$ cat config.mk
export PLATFORM = sky130hd
export DESIGN_NAME = tlr_line_stepper
export DESIGN_NICKNAME = d
export VERILOG_FILES = /design/src/rtl/tlr_pkg.sv /design/src/rtl/tlr_line_stepper.sv
export SDC_FILE = /design/constraint.sdc
export NUM_CORES = 1
export LEC_CHECK = 0
export BUFFER_PORTS_ARGS = -buffer_cell sky130_fd_sc_hd__buf_4
export CORE_UTILIZATION = 35
export DETAILED_ROUTE_END_ITERATION = 7
export GPL_TIMING_DRIVEN = 0
export HOLD_SLACK_MARGIN = 0.08
export PLACE_DENSITY = 0.49
export SLEW_MARGIN = 25
export SYNTH_ARGS = -nofsm -noshare
export SYNTH_HDL_FRONTEND = slang
export SYNTH_SLANG_ARGS = --single-unit
$ cat constraint.sdc
create_clock -name clk -period 5.13 [get_ports clk]
set_input_delay 1.026 -clock clk [delete_from_list [all_inputs] [get_ports clk]]
set_output_delay 1.026 -clock clk [all_outputs]
set_load 0.005 [all_outputs]
$ cat src/rtl/tlr_pkg.sv
// shared constants, types and codes of the thick line rasterizer
package tlr_pkg;

  localparam int MAX_WIDTH  = 256;
  localparam int MAX_HEIGHT = 256;

  localparam int COORD_W    = 12;
  localparam int PC_W       = COORD_W + 1;
  localparam int ERR_W      = COORD_W + 3;
  localparam int E2_W       = ERR_W + 1;
  localparam int RXY_W      = 8;
  localparam int CFG_W      = 9;
  localparam int CFG_IDX_W  = 1;
  localparam int CMP_W      = COORD_W + 2;
  localparam int IN_DATA_W  = 4 * COORD_W + 2 * RXY_W;
  localparam int PIX_VAL_W  = 8;
  localparam int OUT_DATA_W = 16;

  localparam int WORD_BITS  = 16;
  localparam int BIT_W      = $clog2(WORD_BITS);
  localparam int PIXELS     = MAX_WIDTH * MAX_HEIGHT;
  localparam int PIX_W      = ($clog2(PIXELS) > BIT_W) ? $clog2(PIXELS) : BIT_W + 1;
  localparam int WADDR_W    = PIX_W - BIT_W;
  localparam int WORDS      = (PIXELS + WORD_BITS - 1) / WORD_BITS;

  localparam logic OP_DRAW = 1'b0;
  localparam logic OP_READ = 1'b1;

  localparam logic [CFG_IDX_W-1:0] REG_CANVAS_WIDTH  = 1'b0;
  localparam logic [CFG_IDX_W-1:0] REG_CANVAS_HEIGHT = 1'b1;

  localparam logic [PIX_VAL_W-1:0] PIX_WHITE = 8'd255;
  localparam logic [PIX_VAL_W-1:0] PIX_BLACK = 8'd0;

  typedef logic signed [COORD_W-1:0] coord_t;
  typedef logic signed [PC_W-1:0]    pcoord_t;

  typedef struct packed {
    logic    vld;
    pcoord_t x;
    pcoord_t y;
  } pix_req_t;

endpackage

$ cat src/rtl/tlr_line_stepper.sv
// bresenham sequencer: emits the main pixel and its neighbor for each step
module tlr_line_stepper (
  input  logic              clk,
  input  logic              rst_n,
  input  logic              start,
  input  tlr_pkg::coord_t   x0,
  input  tlr_pkg::coord_t   y0,
  input  tlr_pkg::coord_t   x1,
  input  tlr_pkg::coord_t   y1,
  output logic              busy,
  output tlr_pkg::pix_req_t pix
);
  import tlr_pkg::*;

  typedef enum logic [2:0] {
    ST_IDLE  = 3'b001,
    ST_MAIN  = 3'b010,
    ST_NEIGH = 3'b100
  } st_t;

  st_t state_r, state_nxt;

  coord_t x_r, y_r, xe_r, ye_r;
  logic [COORD_W:0] dx_r, dy_r;
  logic sx_neg_r, sy_neg_r, steep_r;
  logic signed [ERR_W-1:0] err_r;

  pcoord_t ddx, ddy;
  logic [COORD_W:0] dx_abs, dy_abs;
  logic signed [E2_W-1:0] e2, dx_e, dy_e;
  logic step_x, step_y, at_end;
  logic signed [ERR_W-1:0] err_nxt;

  // setup from the endpoints of the accepted beat
  always_comb begin
    ddx    = {x1[COORD_W-1], x1} - {x0[COORD_W-1], x0};
    ddy    = {y1[COORD_W-1], y1} - {y0[COORD_W-1], y0};
    dx_abs = ddx[PC_W-1] ? $unsigned(-ddx) : $unsigned(ddx);
    dy_abs = ddy[PC_W-1] ? $unsigned(-ddy) : $unsigned(ddy);
  end

  always_comb begin
    e2      = {err_r, 1'b0};
    dx_e    = $signed(E2_W'(dx_r));
    dy_e    = $signed(E2_W'(dy_r));
    step_x  = e2 > -dy_e;
    step_y  = e2 < dx_e;
    at_end  = (x_r == xe_r) && (y_r == ye_r);
    err_nxt = err_r - (step_x ? $signed(ERR_W'(dy_r)) : '0)
                    + (step_y ? $signed(ERR_W'(dx_r)) : '0);
  end

  always_comb begin
    state_nxt = state_r;
    unique case (state_r)
      ST_IDLE:  if (start) state_nxt = ST_MAIN;
      ST_MAIN:  state_nxt = ST_NEIGH;
      ST_NEIGH: state_nxt = at_end ? ST_IDLE : ST_MAIN;
      default:  state_nxt = ST_IDLE;
    endcase
  end

  always_ff @(posedge clk) begin
    if (!rst_n) begin
      state_r <= ST_IDLE;
    end else begin
      state_r <= state_nxt;
    end
  end

  always_ff @(posedge clk) begin
    if (state_r == ST_IDLE && start) begin
      x_r      <= x0;
      y_r      <= y0;
      xe_r     <= x1;
      ye_r     <= y1;
      dx_r     <= dx_abs;
      dy_r     <= dy_abs;
      sx_neg_r <= !(x0 < x1);
      sy_neg_r <= !(y0 < y1);
      steep_r  <= dy_abs > dx_abs;
      err_r    <= $signed(ERR_W'(dx_abs)) - $signed(ERR_W'(dy_abs));
    end else if (state_r == ST_NEIGH && !at_end) begin
      err_r <= err_nxt;
      if (step_x) x_r <= sx_neg_r ? x_r - coord_t'(1) : x_r + coord_t'(1);
      if (step_y) y_r <= sy_neg_r ? y_r - coord_t'(1) : y_r + coord_t'(1);
    end
  end

  always_comb begin
    pix.vld = 1'b0;
    pix.x   = {x_r[COORD_W-1], x_r};
    pix.y   = {y_r[COORD_W-1], y_r};
    unique case (state_r)
      ST_MAIN: pix.vld = 1'b1;
      ST_NEIGH: begin
        pix.vld = 1'b1;
        if (steep_r) pix.x = {x_r[COORD_W-1], x_r} + pcoord_t'(1);
        else         pix.y = {y_r[COORD_W-1], y_r} + pcoord_t'(1);
      end
      default: pix.vld = 1'b0;
    endcase
  end

  assign busy = (state_r != ST_IDLE);

endmodule

After elaboration in Yosys (flattened, before gate mapping)
Cells that the tools add are included.

Add/subtract/negate cells: 14. Order comparisons: 5. Equal/unequal tests: 7. Muxes and demuxes: 21. Reductions and logical operators: 12.

Operator list (number): $mux 12 (8); $mux 13 (6); $mux 15 (2); $add 12x2->13 const B (2); $mux 26 (1); $neg 13->13 (2); $sub 12x12->13 (2); $add 12x2->12 const B (2); $eq 12x12->1 (2); $lt 12x12->1 (2); $sub 12x2->12 const B (2); $gt 16x16->1 (1); $lt 16x14->1 (1); $neg 13->16 (1); $add 15x13->15 (1); $sub 15x13->15 (1); $sub 13x13->14 (1); $gt 13x13->1 (1); $pmux 3 s3 (1); $reduce_bool 2->1 (3); $reduce_and 2->1 (2); $eq 3x1->1 const B (1); $eq 3x2->1 const B (1); $eq 3x3->1 const B (1); other kinds (8) (12).

Register bits: 95. Output and inout bits: 28.

Depth between registers and ports, before layout
Depth in word-level cells: 7. Depth in mapped cells: 24. Depth with buffers taken out: 24.

Worst setup path before layout
Ideal clock, no wire load.

Kind: register to register. Start: register dy_r[7]. End: register err_r[14] (data pin). Library setup time: 0.267 ns. Arrival: 4.917 ns. Required time: 4.863 ns. Path slack: -0.054 ns. Stages on the path, launching flop included: 20. Period minus slack after synthesis: 5.184 ns. Cells stage by stage: edfxtp_1 or3_1 or4_1 nor3_1 ha_1 a21o_1 a211oi_1 nand4b_1 o31ai_1 a21oi_1 and2_1 fa_1 fa_1 nand2b_1 a21oi_1 o21ai_1 a2111oi_0 o31ai_1 mux2i_1 nand3_1.

Word-level cells in the longest chain between the ends: 7.

RTL lines: start, declared (RTL line tlr_line_stepper.sv:24) `logic [COORD_W:0] dx_r, dy_r;`; start signal, assigned (RTL line tlr_line_stepper.sv:78) `dy_r <= dy_abs;`; $neg 13->16 (RTL line tlr_line_stepper.sv:46) `step_x = e2 > -dy_e;`; $gt 16x16->1 (RTL line tlr_line_stepper.sv:46); $mux 13 (*) (RTL line tlr_line_stepper.sv:49) `err_nxt = err_r - (step_x ? $signed(ERR_W'(dy_r)) : '0)`; $sub 15x13->15 (*) (RTL line tlr_line_stepper.sv:49); $add 15x13->15 (*) (RTL line tlr_line_stepper.sv:50) `+ (step_y ? $signed(ERR_W'(dx_r)) : '0);`; $mux 15 (*) (RTL line tlr_line_stepper.sv:83) `end else if (state_r == ST_NEIGH && !at_end) begin`; $mux 15 (*) (RTL line tlr_line_stepper.sv:72) `if (state_r == ST_IDLE && start) begin`; end signal, assigned (RTL line tlr_line_stepper.sv:82) `err_r <= $signed(ERR_W'(dx_abs)) - $signed(ERR_W'(dy_abs));`; end signal, assigned (RTL line tlr_line_stepper.sv:84) `err_r <= err_nxt;`; end, declared (RTL line tlr_line_stepper.sv:26) `logic signed [ERR_W-1:0] err_r;`.

Mark *: on every way between the ends. The rest lies on a longest branch, timed or not. The select of a mux whose other input is x is not followed. A chain may end at the register's enable or synchronous reset.

Worst setup path in the final report
Start: register dy_r[8]. End: register err_r[12] (data pin).

The elaborated chain is that of the path after synthesis.

==> results.md <==
- Status: complete, but fails checks
- Failing checks: negative setup slack
- Final setup fails: 5
- Antenna diodes: 0
- Yosys warning count: 0
- Synth Area in Adders: 17.2%
- WL final: 29.0 mm
- Logic gate share of total power: 70.9%
- Design area: 11700 um2
- Bufs on Longest Clock Path: 2
- Initial DRC count: 419
- Num ports: 79
- Mux cell area share after synthesis: 1.31%
- Post-synthesis compound-gate area fraction: 17.1%
- FFs w/ async S/R, synth: 0%
- Mean Syn Cell Area: 8.94 um2
- Hold Path Class: reg -> reg
- Total GRT Usage: 20.8%
- Dpl cell area: 10900 um2
- Initial antenna violation count: 0
- Placed cell count: 1548
- Layout cells sized above 1: 17.6%
- Synth Area in XOR/XNOR: 11.5%
- Actual slew at the worst max-slew pin: 1000 ps
- CP Class: reg -> reg
- Post-Layout Cell Count: 1585
- Clock power share: 10.8%
- Synth Register Bits: 95
- Largest family of logic cells by synthesized area: simple AND/OR/NAND/NOR gates
- # fillers: 2726
- Core area: 27300 um2
- Flop pwr share: 18.3%
- Nets: 1383
- PD cells: 638 nW/um2
- Vias/cell: 5.16
- Die W: 169 um
- Most common cell after layout, fill and taps aside: inv_1
- I/O Buffers: 78
- RSZ-0062 raised after global routing: true
- Int Power: 4.10 mW
- CTS tree: done
- Setup crit start kind: flip-flop
- Vias in the first global route: 8118
- Switching power total: 3.38 mW
- R2r setup slk: -100 ps
- Setup WS post-layout: -104 ps
- DR vias: 8176
- Clock sink count: 95
- Initial DRT Pass Iterations: 5
- Max Clock Skew: 7.85 ps
- Total grt overflow: 0
- Antenna Violating Nets Remaining: 0
- Slew HR: 33.3%
- Critical path launch point: dy_r[8]
- Die Y: 169 um
- Area grow syn2layout: 19.5%
- Clk pin slew, worst setup/hold paths: 70 ps
- Crit-path max FO: 4
- Slew Limit Fails: 0
- Placement row count: 60
- CP arrival: 5290 ps
- HPWL Detailed: 23.5 mm
- Worst min-delay path startpoint: state_r[1]
- Final period utilization: 102%
- Clock network latency to the later pin of the worst-skew pair: 350 ps
- FMAX: 191 MHz
- Worst IR Drop VDD: 0.504 mV
- WL/cell: 18.3 um
- Number of H-tree levels: 3
- Synthesized Nets: 1271
- Drc violations: 0
- Max-cap violation count: 0
- Sw Share: 45.2%
- First-pass GRT wire length: 45.2 mm
- Nature of the critical path endpoint: flip-flop
- Ys flop type: edfxtp_1
- Post-synthesis cell area: 9800 um2
- Number of synthesized flops with an enable pin: 92
- Worst r2r src: dy_r[8]
- Most frequent cells in the layout: inv_1, buf_4, ha_1
- P_leak: 4.92 nW
- Min Clock Period, post-route: 5230 ps
- Initial Util: 36.0%
- Register area share after synthesis: 28.8%
- CTS Buf Count: 9
- Pin count of the biggest net entering global routing: 28
- Synth cell types: 83
- Final Hold Vio Count: 0
- Critical Path RT: 5180 ps
- Die area: 28700 um2
- Simple-gate share of the synthesized area: 18.1%
- RePlAce Congestion: 0.828
- Root Buffer: clkbuf_16
- Syn Inst Count: 1096
[worst paths after layout]
| kind | cells after the start | to |
|---|---|---|
| max | 21 | err_r[12] |
| max reg2reg | 21 | err_r[12] |
| min reg2reg | 1 | state_r[2] |
| min | 1 | state_r[2] |
[Yosys cell counts (4+ instances only)]
| library cell | number | area [um2] |
|---|---|---|
| a41oi_1 | 4 | 35.0 |
| mux2i_1 | 8 | 80.1 |
| a2111oi_0 | 6 | 52.6 |
| o31ai_1 | 7 | 52.6 |
| nor4_1 | 6 | 37.5 |
| o211ai_1 | 10 | 75.1 |
| nand3_1 | 32 | 160 |
| a31oi_1 | 9 | 56.3 |
| a211oi_1 | 8 | 60.1 |
| clkbuf_1 | 16 | 60.1 |
| nor3b_1 | 7 | 52.6 |
| ha_1 | 106 | 1330 |
| xor2_1 | 50 | 438 |
| nor2_1 | 82 | 308 |
| or3_1 | 10 | 62.6 |
| and2_1 | 20 | 125 |
| o21ai_0 | 37 | 185 |
| o21ai_1 | 4 | 20.0 |
| nand3b_1 | 7 | 52.6 |
| o21a_1 | 20 | 150 |
| nor2b_1 | 11 | 68.8 |
| fa_1 | 18 | 360 |
| nor3_1 | 27 | 135 |
| and3_1 | 13 | 81.3 |
| a21oi_1 | 78 | 390 |
| buf_2 | 6 | 30.0 |
| edfxtp_1 | 92 | 2760 |
| nand2_1 | 67 | 251 |
| nand4_1 | 24 | 150 |
| nand2b_1 | 12 | 75.1 |
| xnor2_1 | 79 | 692 |
| a21o_1 | 26 | 195 |
| inv_1 | 117 | 439 |
[per-layer routing]
| metal | track usage, % | vias up | routed length (um) |
|---|---|---|---|
| met4 | 6.15 | 0 | 581 |
| met1 | 29.3 | 3846 | 14400 |
| met5 | 0 | - | 0 |
| li1 | - | 4154 | - |
| met2 | 33.9 | 152 | 13100 |
| met3 | 1.68 | 24 | 936 |
[layout make-up]
class	instances	area, um2	area share [%]
clock inverters	7	119	1.01
multi-input cells	856	6690	57.1
inverters	117	439	3.75
clock buffers	9	225	1.92
plain buffers	28	154	1.31
flip-flops and latches	95	2820	24.1
well taps	372	465	3.97
repair buffers	101	795	6.78
[repair_timing]
action,4_1_cts,5_1_grt
buffers inserted,19,2
setup endpoints to repair,13,8
pin swaps,15,6
resized for setup,50,23
hold buffers,0,0
[registers in the layout, summed over array words and instances (netlist names)]
signal,flops
ye_r,12
sy_neg_r,1
steep_r,1
err_r,15
x_r,12
state_r,3
y_r,12
xe_r,12
dx_r,13
sx_neg_r,1
dy_r,13
[critical path, stage by stage, from the launching register on]
cell,delay [ps]
edfxtp_1,400
or3_4,400
or4_4,460
nor3_2,120
ha_1,260
a21o_1,190
a211oi_2,230
nand4b_1,190
o31ai_4,250
a21oi_2,90
and2_4,170
fa_1,460
buf_4,160
fa_2,380
nand2b_4,170
a21oi_4,200
buf_6,120
o211ai_1,80
a21o_1,200
a31oi_2,160
xnor2_1,140
mux2i_1,110
[through the flow]
| stage | total power, mW | TNS [ps] | setup WS [ps] | util (%) | hold slack [ps] |
|---|---|---|---|---|---|
| floorplan | 4.57 | 0 | 1.82 | - | 479 |
| finish | 7.47 | -387 | -104 | 43.0 | 544 |
| CTS | 7.11 | -244 | -96.0 | 42.6 | 539 |
| global route | 8.13 | -1960 | -331 | 43.0 | 557 |
| global placement | 5.65 | -17940 | -1050 | 39.9 | 515 |
| detailed placement | 5.64 | -8690 | -1040 | 40.0 | 524 |
[cell families after synthesis]
| family | count (synthesis) |
|---|---|
| xor+xnor | 129 |
| buf+inv | 145 |
| compound gates | 249 |
| mux | 12 |
| flops | 95 |
| fa+ha+maj | 124 |
| simple gates | 342 |
[power by group through the flow]
stage                     clock network (mW)  registers (mW)  logic (mW)
after global routing                   0.844            1.39        5.90
after CTS                              0.826            1.37        4.92
after detailed placement                   0            1.39        4.25
final                                  0.807            1.37        5.29
after global placement                     0            1.40        4.25
after floorplan                            0            1.30        3.27
No activity file was read; power rests on OpenSTA's default activity.
